[config.mk]
export PLATFORM = sky130hd
export DESIGN_NAME = tkl_ctrl
export DESIGN_NICKNAME = d
export VERILOG_FILES = /design/src/design/tkl_pkg.sv /design/src/design/tkl_ctrl.sv
export SDC_FILE = /design/constraint.sdc
export NUM_CORES = 1
export LEC_CHECK = 0
export ABC_CLOCK_PERIOD_IN_PS = 2250
export BUFFER_PORTS_ARGS = -buffer_cell sky130_fd_sc_hd__buf_2
export CAP_MARGIN = 20
export CORE_AREA = 2 2 39 41
export DETAILED_ROUTE_END_ITERATION = 6
export DIE_AREA = 0 0 41 43
export PLACE_DENSITY = 0.46
export SLEW_MARGIN = 10
export SYNTH_ARGS = -nofsm -noshare
export SYNTH_HDL_FRONTEND = slang
export SYNTH_SLANG_ARGS = --single-unit
[constraint.sdc]
create_clock -name clk -period 2.25 [get_ports clk]
set_input_delay 0.3375 -clock clk [delete_from_list [all_inputs] [get_ports clk]]
set_output_delay 0.3375 -clock clk [all_outputs]
set_load 0.02 [all_outputs]
[src/design/tkl_pkg.sv]
// top-k ranked list: shared widths, codes and controller command struct
// no dependencies; compiled before the interfaces and modules
package tkl_pkg;

  localparam int KEY_W   = 32;
  localparam int SCORE_W = 32;
  localparam int PAY_W   = 32;
  localparam int POS_W   = 6;
  localparam int SIZE_W  = 7;

  // read select: groups of cells picked in two registered steps
  localparam int RD_GRP     = 8;
  localparam int RD_LO_W    = $clog2(RD_GRP);
  localparam int RD_HI_W    = POS_W - RD_LO_W;
  localparam int RD_GRP_MAX = (2 ** POS_W) / RD_GRP;

  localparam logic MODE_UPDATE = 1'b0;
  localparam logic MODE_READ   = 1'b1;

  typedef struct packed {
    logic capture;
    logic remove;
    logic insert;
    logic load_upd;
    logic load_rd;
  } tkl_cmd_t;

endpackage

[src/design/tkl_ctrl.sv]
// top-k ranked list: controller state machine and result valid flag
// depends on tkl_pkg; drives the datapath through tkl_cmd_t
module tkl_ctrl import tkl_pkg::*; (
  input  logic     clk,
  input  logic     rst,
  input  logic     in_valid,
  input  logic     in_mode,
  output logic     in_ready,
  input  logic     out_ready,
  output logic     out_valid,
  output tkl_cmd_t cmd
);

  typedef enum logic [1:0] {S_IDLE, S_INSERT, S_READ} state_t;

  state_t state;
  logic   slot_free;

  assign slot_free = !out_valid || out_ready;
  assign in_ready  = (state == S_IDLE);

  always_comb begin
    cmd = '0;
    case (state)
      S_IDLE: begin
        if (in_valid) begin
          cmd.capture = 1'b1;
          cmd.remove  = (in_mode == MODE_UPDATE);
        end
      end
      S_INSERT: begin
        cmd.insert   = slot_free;
        cmd.load_upd = slot_free;
      end
      S_READ: begin
        cmd.load_rd = slot_free;
      end
      default: begin
      end
    endcase
  end

  always_ff @(posedge clk) begin
    if (rst) begin
      state     <= S_IDLE;
      out_valid <= 1'b0;
    end else begin
      case (state)
        S_IDLE: begin
          if (in_valid) begin
            state <= (in_mode == MODE_READ) ? S_READ : S_INSERT;
          end
        end
        S_INSERT, S_READ: begin
          if (slot_free) begin
            state <= S_IDLE;
          end
        end
        default: begin
          state <= S_IDLE;
        end
      endcase
      if (cmd.load_upd || cmd.load_rd) begin
        out_valid <= 1'b1;
      end else if (out_ready) begin
        out_valid <= 1'b0;
      end
    end
  end

endmodule

==> key figures <==
Route
  – DR top layer: met3
  – Wl on met1: 153 µm
  – Post-route DRC: 0
  – WL met3: 31 µm
  – First-pass DRT Iterations: 2
  – Drt wl/cell: 7.64 µm
  – Initial DRC count: 2
  – Vias: 200
  – Antenna-violating nets left: 0
  – DR vias/cell: 3.64
  – Met2 WL: 235 µm
  – Wirelength, routed: 420 µm

Final layout
  – Finished Layout Cells: 55
  – Synth-to-Final Area Change: 46.6%
  – Layout Utilization: 0.213
  – Share of cells above drive strength 1: 0.359
  – Layout net count: 48
  – Antenna diodes: 0

Clock network
  – Clock buffer depth: 2
  – Root Driver: clkbuf_4
  – CTS clk-pin slew, worst paths: 0.04 ns
  – Total CTS buffers: 3
  – CTS Hold Bufs: 0
  – Clk_lat worst skew: 0.23 ns
  – Setup bufs post-CTS: 0
  – CTS tree: built
  – H-tree depth: 1
  – CTS resizes: 0
  – Clk sink count: 3

Logic synthesis
  – Async SR Flop Fraction: 0
  – Top post-synthesis cells by area: dfxtp_1 30%, ha_1 19%, a21oi_1 7.5%
  – Synth top area share: 0.298
  – Number of flops mapped to enable cells by yosys: 0
  – Mapped Area: 201 µm²
  – Sequential share of the synthesized area: 0.298
  – Syn_area_per_cell: 8.06 µm²
  – Synth cell count leaders: 3 x a21oi_1, 3 x dfxtp_1, 3 x ha_1, 3 x inv_1
  – Yosys cell types: 14
  – Cell count after synthesis: 25
  – Prevailing post-synth register cell: dfxtp_1
  – Synth area leader: dfxtp_1
  – Synth Register Bits: 3
  – Synthesized Nets: 33
  – Synth warn: 0

Placed design
  – Placer Congestion: 0.603
  – IO Port Bufs: 11
  – Worst slack at placement: 0.782 ns
  – Hpwl dp: 363 µm
  – Number of instances in the placed design: 51

Setup path
  – Crit. End Element: primary output
  – CP Launch Type: flip-flop
  – Crit path required time: 1.91 ns
  – WS Path Type: flip-flop to primary output
  – Crit path max fanout: 4
  – Reg2Reg Setup Slack: 0.79 ns
  – Data arrival, critical path: 1.17 ns

Run
  – Number of max-cap violations: 0

Floorplan
  – Initial core utilization: 0.146
  – Die ar.: 1760 µm²
  – Core Footprint: 1380 µm²
  – Std-Cell Rows: 14
  – DIE HEIGHT: 43 µm
  – Die W: 41 µm
  – Number of top-level pins: 12

Power and ir drop
  – VDD IR max: 0.000191 V
  – Power after layout: 0.197 mW
  – Pleak: 0.152 nW
  – Power Density: 667 nW/µm²

STA
  – Slew Limit Headroom: 0.910
  – Setup TNS Final: 0 ns
  – RSZ-0062 raised after global routing: false
  – Slew Limit Fails: 0
  – Slew @ Worst Pin: 0.134 ns
  – Period utilization: 0.671
  – Tmin final: 1.51 ns
  – Setup Skew: 0.00366 ns
  – Final Hold Fails: 0
  – Final worst slack: 0.740 ns
  – Final setup violation count: 0
  – Upper clock frequency limit: 0.662 GHz

Global routing
  – Total gr overflow: 0
  – First-pass GRT wire length: 662 µm
  – Largest net degree at the start of global routing: 5
  – Number of global-route vias before repair: 187
  – Initial antenna violation count: 0
  – Gr usage total: 0.0621

Status
  – Status: finished clean

Min path
  – Min-Delay Path Class: input port to flip-flop
[cell usage in the layout, fill, tap and decap left out]
cell	count
a21oi_1	3
nand2b_1	1
ha_1	3
or3_1	1
buf_2	11
and3b_1	1
nor2b_1	1
o21ai_0	2
and2_1	2
nand2_1	1
dfxtp_1	3
inv_1	3
or3b_1	1
clkbuf_4	3
nor2_1	2
clkbuf_1	1
[layout make-up]
cell class | count | area (µm²)
Clock buffer | 4 | 26.3
Fill cell | 163 | 1090
Inverter | 3 | 11.3
Multi-Input combinational cell | 18 | 123
Sequential cell | 3 | 60.1
Tap cell | 16 | 20.0
Timing Repair Buffer | 11 | 55.1
[cell families after synthesis]
group	synth area share
AOI/OAI and AO/OA	0.124
DFF	0.298
adders and majority gates	0.186
and+or+nand+nor	0.298
buffers and inverters	0.0932
[worst max-delay path: stages, from the launching register on]
cell and delay (ns):
dfxtp_1 0.34, inv_1 0.07, ha_1 0.21, nand2_1 0.12
nor2_1 0.05, buf_2 0.15
[metal layers]
metal,global-route usage,vias up
li1,-,108
met1,0.0573,88
met2,0.0813,4
met3,0.0314,0
met4,0.0800,0
met5,0,-
[stage by stage]
stage	hold slack [ns]	area [µm²]
CTS	0.297	295
detailed placement	0.497	269
global route	0.313	295
finish	0.300	295
floorplan	0.407	201
global placement	0.492	269
[sequential cells by signal, summed over array words and instances (netlist names)]
name       flops
out_valid      1
state          2
[where the power goes]
group / total (mW) / switching (mW) / leakage (nW) / internal (mW)
Combinational: 0.0437 / 0.0263 / 0.112 / 0.0174
Sequential: 0.0597 / 0.00253 / 0.0246 / 0.0572
Clock: 0.0935 / 0.0271 / 0.0150 / 0.0664
Total: 0.197 / 0.0559 / 0.152 / 0.141
[final timing paths]
| kind | from | cells after the start | endpoint |
|---|---|---|---|
| worst max register to register | state[0] | 5 | state[1] |
| worst min-delay path | rst | 2 | state[0] |
| worst min register to register | state[1] | 2 | state[1] |
| worst max-delay path | state[0] | 5 | cmd[3] |
(Power assumes the default switching activity.)
